`src/rtl/point_segment_projection_unit_assert.svh`:
```
// ----------------------------------------------------------------------------
// Assertion macros for the point segment projection unit
// Shared concurrent assertion forms, clocked on aclk and held off in reset.
// ----------------------------------------------------------------------------
`ifndef POINT_SEGMENT_PROJECTION_UNIT_ASSERT_SVH
`define POINT_SEGMENT_PROJECTION_UNIT_ASSERT_SVH

// The consequent must hold in the same cycle as the antecedent.
`define PSP_ASSERT_NOW(label, ante, cons, msg) \
    label: assert property (@(posedge aclk) disable iff (!aresetn) \
        (ante) |-> (cons)) else $error(msg);

// The consequent must hold in the cycle after the antecedent.
`define PSP_ASSERT_NEXT(label, ante, cons, msg) \
    label: assert property (@(posedge aclk) disable iff (!aresetn) \
        (ante) |=> (cons)) else $error(msg);

`endif

```
`src/rtl/psp_pkg.sv`:
```
// ----------------------------------------------------------------------------
// Point segment projection package
// Shared field width, clamp codes and the flag bundle carried along the pipe.
// ----------------------------------------------------------------------------
`default_nettype none

package psp_pkg;

    // Width of one coordinate field on the stream ports.
    localparam int FIELD_BITS = 32;

    // Clamp result codes.
    localparam logic [1:0] CLAMP_NONE  = 2'd0;
    localparam logic [1:0] CLAMP_START = 2'd1;
    localparam logic [1:0] CLAMP_END   = 2'd2;

    // Per-request flags that travel with the data through the divider cells and the back end.
    typedef struct packed {
        logic clamp;
        logic q_zero;
        logic neg_x;
        logic neg_y;
    } psp_flags_t;

endpackage

`default_nettype wire

```
`src/rtl/psp_div_cell.sv`:
```
// ----------------------------------------------------------------------------
// Divider cell
// One restoring division step for the x and y numerators against the shared
// denominator; yields one quotient bit per lane and passes everything on.
// ----------------------------------------------------------------------------
`default_nettype none

`include "point_segment_projection_unit_assert.svh"

module psp_div_cell #(
    parameter int COORD_BITS = 32
) (
    input  logic                              aclk,
    input  logic                              aresetn,
    input  logic                              en,
    input  logic                              in_valid,
    input  psp_pkg::psp_flags_t               in_flags,
    input  logic        [2*COORD_BITS-1:0]    in_q,
    input  logic        [2*COORD_BITS:0]      in_rem_x,
    input  logic        [2*COORD_BITS:0]      in_rem_y,
    input  logic        [COORD_BITS+2:0]      in_low_x,
    input  logic        [COORD_BITS+2:0]      in_low_y,
    input  logic        [COORD_BITS+2:0]      in_quo_x,
    input  logic        [COORD_BITS+2:0]      in_quo_y,
    input  logic signed [COORD_BITS-1:0]      in_sx,
    input  logic signed [COORD_BITS-1:0]      in_sy,
    input  logic signed [COORD_BITS-1:0]      in_dx,
    input  logic signed [COORD_BITS-1:0]      in_dy,
    output logic                              out_valid,
    output psp_pkg::psp_flags_t               out_flags,
    output logic        [2*COORD_BITS-1:0]    out_q,
    output logic        [2*COORD_BITS:0]      out_rem_x,
    output logic        [2*COORD_BITS:0]      out_rem_y,
    output logic        [COORD_BITS+2:0]      out_low_x,
    output logic        [COORD_BITS+2:0]      out_low_y,
    output logic        [COORD_BITS+2:0]      out_quo_x,
    output logic        [COORD_BITS+2:0]      out_quo_y,
    output logic signed [COORD_BITS-1:0]      out_sx,
    output logic signed [COORD_BITS-1:0]      out_sy,
    output logic signed [COORD_BITS-1:0]      out_dx,
    output logic signed [COORD_BITS-1:0]      out_dy
);
    import psp_pkg::*;

    localparam int CB = COORD_BITS;
    localparam int QW = 2 * CB;
    localparam int K  = CB + 3;
    localparam int RW = 2 * CB + 1;

    logic                 valid_reg;
    psp_flags_t           flags_reg;
    logic [QW-1:0]        q_reg;
    logic [RW-1:0]        rem_x_reg, rem_y_reg;
    logic [K-1:0]         low_x_reg, low_y_reg, quo_x_reg, quo_y_reg;
    logic signed [CB-1:0] sx_reg, sy_reg, dx_reg, dy_reg;

    logic [RW-1:0]        q_ext, q_ext_reg;
    logic [RW-1:0]        trial_x, trial_y;
    logic                 ge_x, ge_y;

    // Bring down the next numerator bit and try the subtraction.
    assign q_ext   = {1'b0, in_q};
    assign trial_x = {in_rem_x[RW-2:0], in_low_x[K-1]};
    assign trial_y = {in_rem_y[RW-2:0], in_low_y[K-1]};
    assign ge_x    = (trial_x >= q_ext);
    assign ge_y    = (trial_y >= q_ext);

    always_ff @(posedge aclk) begin
        if (!aresetn) begin
            valid_reg <= 1'b0;
        end else if (en) begin
            valid_reg <= in_valid;
        end
    end

    always_ff @(posedge aclk) begin
        if (en) begin
            flags_reg <= in_flags;
            q_reg     <= in_q;
            rem_x_reg <= ge_x ? trial_x - q_ext : trial_x;
            rem_y_reg <= ge_y ? trial_y - q_ext : trial_y;
            low_x_reg <= {in_low_x[K-2:0], 1'b0};
            low_y_reg <= {in_low_y[K-2:0], 1'b0};
            quo_x_reg <= {in_quo_x[K-2:0], ge_x};
            quo_y_reg <= {in_quo_y[K-2:0], ge_y};
            sx_reg    <= in_sx;
            sy_reg    <= in_sy;
            dx_reg    <= in_dx;
            dy_reg    <= in_dy;
        end
    end

    assign q_ext_reg = {1'b0, q_reg};

    assign out_valid = valid_reg;
    assign out_flags = flags_reg;
    assign out_q     = q_reg;
    assign out_rem_x = rem_x_reg;
    assign out_rem_y = rem_y_reg;
    assign out_low_x = low_x_reg;
    assign out_low_y = low_y_reg;
    assign out_quo_x = quo_x_reg;
    assign out_quo_y = quo_y_reg;
    assign out_sx    = sx_reg;
    assign out_sy    = sy_reg;
    assign out_dx    = dx_reg;
    assign out_dy    = dy_reg;

    // The partial remainder of a live request always stays below the divisor.
    `PSP_ASSERT_NOW(a_rem_below_divisor, valid_reg && !flags_reg.q_zero, (rem_x_reg < q_ext_reg) && (rem_y_reg < q_ext_reg), "divider remainder not below divisor")

endmodule

`default_nettype wire

```
`config.mk`:
```
export PLATFORM = sky130hd
export DESIGN_NAME = psp_div_cell
export DESIGN_NICKNAME = d
export VERILOG_FILES = /design/src/rtl/psp_pkg.sv /design/src/rtl/psp_div_cell.sv
export VERILOG_INCLUDE_DIRS = /design/src /design/src/rtl
export SDC_FILE = /design/constraint.sdc
export NUM_CORES = 1
export LEC_CHECK = 0
export ABC_CLOCK_PERIOD_IN_PS = 2900
export BUFFER_PORTS_ARGS = -buffer_cell sky130_fd_sc_hd__buf_2
export CORE_AREA = 4 4 363 365
export DETAILED_ROUTE_END_ITERATION = 12
export DIE_AREA = 0 0 367 369
export PLACE_DENSITY_LB_ADDON = 0.08
export SLEW_MARGIN = 30
export SYNTH_ARGS = -nofsm -noshare
export SYNTH_HDL_FRONTEND = slang
export SYNTH_SLANG_ARGS = --single-unit
```
`constraint.sdc`:
```
create_clock -name aclk -period 2.9 [get_ports aclk]
set_input_delay 0 -clock aclk [delete_from_list [all_inputs] [get_ports aclk]]
set_output_delay 0 -clock aclk [all_outputs]
set_load 0.02 [all_outputs]
```
==> results.json, run 1 <==
{
  "clk_latency_ns": 0.66,
  "grt_max_degree": 70,
  "initial_core_util": 0.186,
  "fp.dieH_um": 369,
  "slew_headroom": 0.569,
  "tightest_slew_ns": 0.638,
  "cp.arrival_ns": 3.20,
  "reg2reg_from": "out_valid$_SDFFE_PN0P_",
  "outcome": "finished, violations left",
  "boundaryPins": 937,
  "cpLargestDelayFamily": "compound AO/OA/AOI/OAI gates",
  "synth-seq-cells": 465,
  "synth_flop_cell": "edfxtp_1",
  "dp_slack_ns": -0.809,
  "core_um2": 129000,
  "layout.nets": 4636,
  "max-vdd-ir-drop_v": 0.000442,
  "synth_most_common_cell": "edfxtp_1",
  "ys_types": 69,
  "grt_pass1_wl_um": 186000,
  "die_w_um": 367,
  "power.density_nw_per_um2": 539,
  "cts.path.max_buffers": 3,
  "worst_slack_ns": 0.0863,
  "fin_util": 0.331,
  "yosysTopAreaCell": "edfxtp_1",
  "ys_seq_area_frac": 0.582,
  "antenna_left": 0,
  "synth-edff-count": 464,
  "clkTransAtPathRegs_ns": 0.06,
  "drc_errors": 0,
  "yosysTopAreaCellShare": 0.581,
  "cp_max_fo": 6,
  "cpPeakStageDelay_ns": 0.53,
  "violations": "negative hold slack",
  "grt_usage": 0.189,
  "finalHoldViolations": 3,
  "drv_cap": 0,
  "fin_hold_ws_ns": -0.307,
  "synth_common_cells": "edfxtp_1, a21oi_1, nor2_1, nand2_1, ha_1",
  "start_kind": "input port",
  "dieArea_um2": 135000,
  "fillCellCount": 13300,
  "critPathBufInv": 5,
  "antenna_found_initial": 30,
  "place_congestion": 0.895,
  "syn_area_um2": 24000,
  "fin_crit_sh": 0.970,
  "skew_ns": 0,
  "drive_above_1_share": 0.422,
  "async_flop_share": 0,
  "synth.avg_cell_area_um2": 11.9,
  "p_leak_nw": 18.8,
  "vias_per_cell": 4.21,
  "areaGrowthSynthToFinish_pct": 77.9,
  "critical_path_class": "in -> reg",
  "cts_buffers": 60,
  "min_from": "in_q[1]",
  "fin_crit_ns": 2.81,
  "worstPathRequired_ns": 3.29,
  "crit_chain": "dlygate4sd3_1 > buf_2 > ha_1 > a21oi_2 > o21ai_0 > buf_4 > a31oi_1 > o21ai_0 > buf_4 > o21ai_2 > a21oi_2 > o21ai_4 > nand2_8 > clkbuf_16 > mux2_2",
  "crit_path_end_kind": "flop",
  "hpwl_um": 110000,
  "setup_tns_ns": 0,
  "grt_pass1_vias": 25800,
  "fin_area_um2": 42700,
  "hold_class": "in -> reg",
  "drt_iter0_markers": 1240,
  "clock_sinks": 465,
  "numPortBuffers": 930,
  "synth_warnings": 0,
  "vias": 24300,
  "drv_slew": 0,
  "wl_um": 137000,
  "setup_violations": 0,
  "placed_area_um2": 34500,
  "slowest_stage": "dlygate4sd3_1",
  "h-tree-depth": 2,
  "synth_cells": 2009,
  "synth.area.top_cells": "edfxtp_1, ha_1, a21oi_1, mux2_2, xnor2_1",
  "row_count": 132,
  "cp-startpoint": "in_rem_x[23]",
  "wl_per_cell_um": 23.7,
  "drtPass1Iterations": 5,
  "gr-total-overflow": 0,
  "clock-root-buffer": "clkbuf_16",
  "timing.fmax_mhz": 355,
  "cts_tree": "built"
}
==> registers in the layout, summed over array words and instances, names as in the netlist <==
name,flops
out_rem_x,65
out_rem_y,65
out_q,64
out_quo_x,35
out_quo_y,35
out_low_x,34
out_low_y,34
out_dx,32
out_dy,32
out_sx,32
out_sy,32
out_flags,4
out_valid,1
==> power by group <==
part | leakage, nW | internal [mW] | switching (mW) | total, mW
registers | 4.55 | 8.25 | 0.298 | 8.55
logic | 13.3 | 3.02 | 3.75 | 6.77
clock network | 0.969 | 4.49 | 3.21 | 7.70
==> worst reg2reg max path: cells and delay by family, from the launching register on <==
kind	cells	cell delay, ns
buffers and inverters	1	0.57
muxes	1	0.13
and+or+nand+nor	1	0.13
DFF	1	0.52
==> area by class of cell <==
| cell class | instances | area (µm²) | area share |
|---|---|---|---|
| Antenna cell | 5 | 12.5 | 0.000293 |
| Inverter | 112 | 420 | 0.00985 |
| Clock inverter | 36 | 383 | 0.00897 |
| Multi-Input combinational cell | 1337 | 9350 | 0.219 |
| Clock buffer | 77 | 1630 | 0.0381 |
| Tap cell | 1675 | 2100 | 0.0491 |
| Sequential cell | 465 | 14000 | 0.327 |
| Timing Repair Buffer | 2060 | 14800 | 0.347 |
==> layout by cell type (no fill, tap or decap), drive strengths merged, types with 9 or more instances in the layout <==
master,count
inv,112
nor2b,15
a21o,66
clkbuf,81
nand2,135
edfxtp,464
nand2b,16
a21oi,223
xor2,48
or3,12
clkinv,26
o21bai,31
dlygate4sd3,565
nor2,147
nand4,62
nor3,23
o211ai,14
o21ai,104
o21a,10
o31ai,9
mux2,79
nand3,24
buf,1491
ha,128
a31oi,19
xnor2,70
a21boi,9
==> cells by family (layout without fill, tap and decap cells) <==
| group | after synthesis | count (layout) | share of synthesized area |
|---|---|---|---|
| multiplexers | 85 | 85 | 0.0396 |
| other | 1 | 7 | 0.000156 |
| XOR/XNOR | 118 | 118 | 0.0431 |
| flip-flops | 465 | 465 | 0.582 |
| AND/OR/NAND/NOR | 475 | 476 | 0.0941 |
| AO/OA/AOI/OAI | 526 | 526 | 0.134 |
| buffers and inverters | 209 | 2285 | 0.0391 |
| adder cells (fa/ha/maj) | 130 | 130 | 0.0685 |
==> metrics by stage <==
step | total power, mW | std cells
floorplan | 11.4 | 2010
global placement | 14.8 | 5072
detailed placement | 14.7 | 5072
CTS | 23.3 | 5742
global route | 24.1 | 5763
finish | 23.0 | 5767
==> layer usage <==
layer  global-route usage  routed length (µm)
met4               0.0443                3170
met1                0.222               55800
met5                    0                  91
met2                0.355               71400
met3               0.0312                6180
==> worst paths after layout <==
kind,endpoint,slack (ns),cells after the start
min reg2reg,out_valid$_SDFFE_PN0P_,1.27,3
max reg2reg,out_valid$_SDFFE_PN0P_,1.50,3
min,out_q[1]$_DFFE_PP_,-0.31,2
max,out_rem_x[46]$_DFFE_PP_,0.09,15
==> repair_timing <==
action,in CTS,in global routing
cloned,0,9
gates resized for setup,2,67
hold buffers,557,8
pin swaps,0,17
setup buffers,0,3
endpoints found under the hold margin,500,11
endpoints found under the setup margin,5,108
(Power assumes the default switching activity.)
==> run 2, diff against run 1 <==
--- a/config.mk
+++ b/config.mk
@@ -6,7 +6,7 @@
 export SDC_FILE = /design/constraint.sdc
 export NUM_CORES = 1
 export LEC_CHECK = 0
-export ABC_CLOCK_PERIOD_IN_PS = 2900
+export ABC_CLOCK_PERIOD_IN_PS = 2600
 export BUFFER_PORTS_ARGS = -buffer_cell sky130_fd_sc_hd__buf_2
 export CORE_AREA = 4 4 363 365
 export DETAILED_ROUTE_END_ITERATION = 12
==> constraint.sdc (replaced) <==
create_clock -name aclk -period 2.6 [get_ports aclk]
set_input_delay 0 -clock aclk [delete_from_list [all_inputs] [get_ports aclk]]
set_output_delay 0 -clock aclk [all_outputs]
set_load 0.02 [all_outputs]
==> run 2 against run 1 <==
The run still ends with negative hold slack left. Total power is 12% higher. Sequential power is 11% higher. Die area stayed put. Worst hold slack worse by 0.063 ns. Worst setup slack worse by 0.070 ns. Sequential share of layout area is 0.80 points lower. Final area is 2.5% higher. Non-clock buffer count is 72 higher. Core utilization is 0.83 points higher. Count of clock-buffer cells in the layout is 5 lower.
==> results.json, run 2 (synthesized netlist as in run 1, its figures left out) <==
{
  "fin_crit_ns": 2.58,
  "gr-total-overflow": 0,
  "drt_iter0_markers": 1262,
  "drv_cap": 0,
  "vias": 24500,
  "clock_sinks": 465,
  "initial_core_util": 0.186,
  "worstPathRequired_ns": 3.00,
  "antenna_left": 0,
  "drc_errors": 0,
  "cts_tree": "built",
  "power.total_mw": 25.8,
  "min_from": "in_q[0]",
  "vias_per_cell": 4.20,
  "drtPass1Iterations": 6,
  "rsz0062_at_grt": "yes",
  "ff_latch_area_um2": 14000,
  "placed_area_um2": 35500,
  "h-tree-depth": 2,
  "grt_pass1_wl_um": 192000,
  "cts.path.max_buffers": 3,
  "clkTransAtPathRegs_ns": 0.05,
  "fin_area_um2": 43700,
  "finalHoldViolations": 4,
  "clk_latency_ns": 0.66,
  "setup_tns_ns": 0,
  "cp_max_fo": 7,
  "worst_slack_ns": 0.0166,
  "drv_slew": 0,
  "grt_max_degree": 91,
  "wl_per_cell_um": 23.7,
  "max-vdd-ir-drop_v": 0.000536,
  "numPortBuffers": 930,
  "boundaryPins": 937,
  "violations": "negative hold slack",
  "layout.nets": 4707,
  "drive_above_1_share": 0.461,
  "fin_util": 0.339,
  "antenna_found_initial": 34,
  "crit_path_end_kind": "flop",
  "setup_violations": 0,
  "hold_class": "in -> reg",
  "dieArea_um2": 135000,
  "power.density_nw_per_um2": 589,
  "grt_pass1_vias": 26400,
  "critical_path_class": "in -> reg",
  "fin_hold_ws_ns": -0.369,
  "areaGrowthSynthToFinish_pct": 82.3,
  "post-place-cells": 5174,
  "place_congestion": 0.912,
  "die_w_um": 367,
  "layout_commonest_cell": "buf_2",
  "skew_ns": 0,
  "reg2reg_from": "out_valid$_SDFFE_PN0P_",
  "cts_buffers": 60,
  "cp-startpoint": "in_rem_y[56]",
  "wl_um": 139000,
  "start_kind": "input port",
  "cp.arrival_ns": 2.98,
  "timing.fmax_mhz": 387,
  "fin_crit_sh": 0.994,
  "slew_headroom": 0.563,
  "stdcell_count": 5839,
  "fillCellCount": 13200,
  "clock-root-buffer": "clkbuf_16",
  "core_um2": 129000,
  "final_cell_mix": "buf_2, buf_4, dlygate4sd3_1",
  "grt_usage": 0.196,
  "row_count": 132,
  "fp.dieH_um": 369,
  "hpwl_um": 114000,
  "dp_slack_ns": -1.13,
  "multi_input_area_um2": 9880,
  "p_leak_nw": 19.3,
  "outcome": "finished, violations left",
  "tightest_slew_ns": 0.653
}
run 2: cell count changes in the layout (fill, tap and decap cells not counted), moves of 7 or more:
cell           delta
ha_4             +17
buf_4           +107
buf_2             -7
mux2_4           +11
o21ai_0           -8
dlygate4sd3_1    -38
clkinv_2          +7
o21ai_1           +9
a21oi_2          +18
inv_1            -10
a21oi_1          -19
mux2_2           -11
ha_1             -23
run 2: final cells by class:
cell class                      instances  area share
Tap cell                             1675      0.0479
Multi-Input combinational cell       1336       0.226
Clock buffer                           72      0.0361
Sequential cell                       465       0.319
Timing Repair Buffer                 2132       0.352
Clock inverter                         39     0.00876
Inverter                              112      0.0102
Antenna cell                            8    0.000458
run 2: what timing repair did:
action,4_1_cts,5_1_grt
pin swaps,14,29
buffers inserted,9,7
hold buffers,527,1
resized for setup,66,101
endpoints found under the setup margin,122,125
gates cloned,4,0
hold endpoints to repair,567,5
run 2: path summary, 6_finish.rpt:
check | endpoint | cells after the start | slack, ns
setup / recovery | out_rem_y[15]$_DFFE_PP_ | 12 | 0.02
hold / removal | out_q[0]$_DFFE_PP_ | 1 | -0.37
setup reg to reg | out_valid$_SDFFE_PN0P_ | 3 | 1.44
hold reg to reg | out_valid$_SDFFE_PN0P_ | 3 | 1.10
run 2: critical path: stages:
cell and delay [ns]:
dlygate4sd3_1 0.55, buf_2 0.15, ha_1 0.29, nand2_1 0.11
or3_4 0.42, or3_4 0.39, o221ai_4 0.20, a31oi_4 0.06
o311ai_4 0.11, buf_12 0.20, buf_16 0.17, mux2_4 0.32
run 2: per-layer routing:
layer | GRT usage | vias to the layer above | share of wire
met5 | 0 | - | 0.00083
met2 | 0.371 | 736 | 0.53
met3 | 0.0353 | 147 | 0.049
li1 | - | 11700 | -
met1 | 0.226 | 11900 | 0.40
met4 | 0.0494 | 18 | 0.027
run 2: power by group:
part	switching [mW]	total (mW)	leakage, nW	internal, mW
clock	3.57	8.40	0.965	4.83
combinational	4.29	7.87	13.8	3.58
sequential	0.313	9.51	4.55	9.20
total	8.17	25.8	19.3	17.6
==> run 3, diff against run 2 <==
--- a/config.mk
+++ b/config.mk
@@ -8,9 +8,11 @@
 export LEC_CHECK = 0
 export ABC_CLOCK_PERIOD_IN_PS = 2600
 export BUFFER_PORTS_ARGS = -buffer_cell sky130_fd_sc_hd__buf_2
-export CORE_AREA = 4 4 363 365
+export CELL_PAD_IN_SITES_DETAIL_PLACEMENT = 1
+export CELL_PAD_IN_SITES_GLOBAL_PLACEMENT = 2
+export CORE_AREA = 4 4 358 360
 export DETAILED_ROUTE_END_ITERATION = 12
-export DIE_AREA = 0 0 367 369
+export DIE_AREA = 0 0 362 364
 export PLACE_DENSITY_LB_ADDON = 0.08
 export SLEW_MARGIN = 30
 export SYNTH_ARGS = -nofsm -noshare
==> run 3 against run 2 <==
Non-clock buffer count increased by 47. Global-route usage increased by 1.8 points. Sequential cell count unchanged. Clock skew unchanged. Worst hold slack improved by 0.048 ns. Total power increased by 3.0%. Count of clock-buffer cells in the layout increased by 2. The flow still finishes with violations (negative hold slack). Fmax increased by 1.3%. Largest cell class unchanged. Routed wire length increased by 7.0%.
==> results.json, run 3 (synthesized netlist as in run 1, its figures left out) <==
{
  "clk_latency_ns": 0.67,
  "internal_power_mw": 18.1,
  "setup_violations": 0,
  "fin_crit_ns": 2.55,
  "cpPeakStageDelay_ns": 0.35,
  "drv_cap": 0,
  "vias": 25300,
  "fin_area_um2": 44200,
  "h-tree-depth": 2,
  "areaGrowthSynthToFinish_pct": 84.4,
  "boundaryPins": 937,
  "comb_power_share": 0.306,
  "dp_slack_ns": -1.02,
  "power.density_nw_per_um2": 600,
  "min_from": "in_q[1]",
  "fp.dieH_um": 364,
  "finalHoldViolations": 4,
  "antenna_found_initial": 37,
  "max-vdd-ir-drop_v": 0.000499,
  "fin_hold_ws_ns": -0.321,
  "core_um2": 125000,
  "clock-root-buffer": "clkbuf_16",
  "row_count": 130,
  "violations": "negative hold slack",
  "final_cell_mix": "buf_2, buf_4, dlygate4sd3_1",
  "cp_max_fo": 7,
  "layout_commonest_cell": "buf_2",
  "initial_core_util": 0.192,
  "start_kind": "input port",
  "worst_slack_ns": 0.0499,
  "cp-startpoint": "in_low_x[34]",
  "cp.depth": 17,
  "grt_pass1_wl_um": 203000,
  "ff2ff_path_depth": 3,
  "hpwl_um": 119000,
  "drtPass1Iterations": 5,
  "place_congestion": 0.882,
  "crit_path_end_kind": "flop",
  "drc_errors": 0,
  "reg2reg_from": "out_valid$_SDFFE_PN0P_",
  "p_sw_mw": 8.49,
  "wl_per_cell_um": 25.3,
  "critPathBufInv": 6,
  "critical_path_class": "in -> reg",
  "slowest_stage": "a2111oi_4",
  "layout.nets": 4755,
  "cts_buffers": 61,
  "drt_iter0_markers": 1213,
  "fin_util": 0.354,
  "vias_per_cell": 4.31,
  "tightest_slew_ns": 0.574,
  "post-place-cells": 5160,
  "seqPwrFrac": 0.357,
  "timing.fmax_mhz": 392,
  "numPortBuffers": 930,
  "cpLargestDelayFamily": "compound AO/OA/AOI/OAI gates",
  "cp.arrival_ns": 2.96,
  "slew_headroom": 0.614,
  "crit_chain": "clkbuf_4 > inv_1 > ha_1 > buf_4 > nor2b_2 > o21bai_4 > a21oi_4 > o21ai_4 > a2111oi_4 > buf_4 > o21ai_4 > a21oi_4 > o21ai_2 > nand2_4 > buf_6 > clkbuf_16 > mux2_2",
  "dieArea_um2": 132000,
  "hold_path_depth": 2,
  "clkTransAtPathRegs_ns": 0.06,
  "placed_area_um2": 35600,
  "stdcell_count": 5867,
  "antenna_left": 0,
  "drv_slew": 0,
  "hold_class": "in -> reg",
  "fin_crit_sh": 0.981,
  "die_w_um": 362,
  "worstPathRequired_ns": 3.01,
  "p_leak_nw": 19.5,
  "grt_max_degree": 90,
  "grt_usage": 0.213,
  "skew_ns": 0,
  "p_sw_frac": 0.320,
  "drive_above_1_share": 0.463,
  "cts_tree": "built",
  "outcome": "finished, violations left",
  "gr-total-overflow": 0,
  "grt_pass1_vias": 27900,
  "clock_sinks": 465,
  "cts.path.max_buffers": 3,
  "power.share.clock": 0.337,
  "wl_um": 148000
}
## run 3: changes by cell type in the layout (fill, tap and decap cells not counted), moves of 8 or more
| cell | delta |
|---|---|
| clkinvlp_4 | +9 |
| a21oi_1 | +9 |
| a21oi_2 | -10 |
| dlygate4sd3_1 | +27 |
| buf_4 | +16 |
| clkinv_2 | -8 |
## run 3: cell type report
cell class	instances	area [µm²]
inverters	112	447
clock inverters	41	475
flip-flops and latches	465	14000
clock buffers	74	1610
multi-input cells	1336	9880
diodes	10	25.0
fillers	14100	80900
repair buffers	2179	15800
well taps	1650	2060
## run 3: through the flow
stage	total power [mW]	TNS [ns]
finish	26.5	0
global route	27.8	-0.0370
CTS	26.8	0
detailed placement	16.8	-111.03
global placement	16.8	-109.85
floorplan	12.8	-2.32
## run 3: routing by layer
| metal | global-route usage | share of wire | vias up | routed length, µm |
|---|---|---|---|---|
| met4 | 0.0736 | 0.039 | 22 | 5740 |
| met5 | 0 | 0.00098 | - | 145 |
| met2 | 0.390 | 0.51 | 721 | 75500 |
| li1 | - | - | 11800 | - |
| met1 | 0.246 | 0.40 | 12500 | 58700 |
| met3 | 0.0467 | 0.055 | 204 | 8150 |
## run 3: power by group through the flow
stage | Combinational [mW] | Clock, mW | Sequential, mW
floorplan | 2.26 | 0 | 10.6
global placement | 7.17 | 0 | 9.63
detailed placement | 7.20 | 0 | 9.63
CTS | 8.01 | 9.26 | 9.49
global route | 8.68 | 9.56 | 9.54
finish | 8.11 | 8.95 | 9.48
## run 3: worst paths after layout
kind / endpoint / slack [ns]
hold reg to reg: out_valid$_SDFFE_PN0P_ / 1.06
hold / removal: out_q[1]$_DFFE_PP_ / -0.32
setup reg to reg: out_valid$_SDFFE_PN0P_ / 1.46
setup / recovery: out_rem_x[2]$_DFFE_PP_ / 0.05
## run 3: repair_timing
action,CTS,global route
setup buffers,10,13
endpoints found under the hold margin,528,14
resized for setup,44,108
endpoints found under the setup margin,117,122
cloned,1,3
hold buffers,544,11
pin swaps,16,34
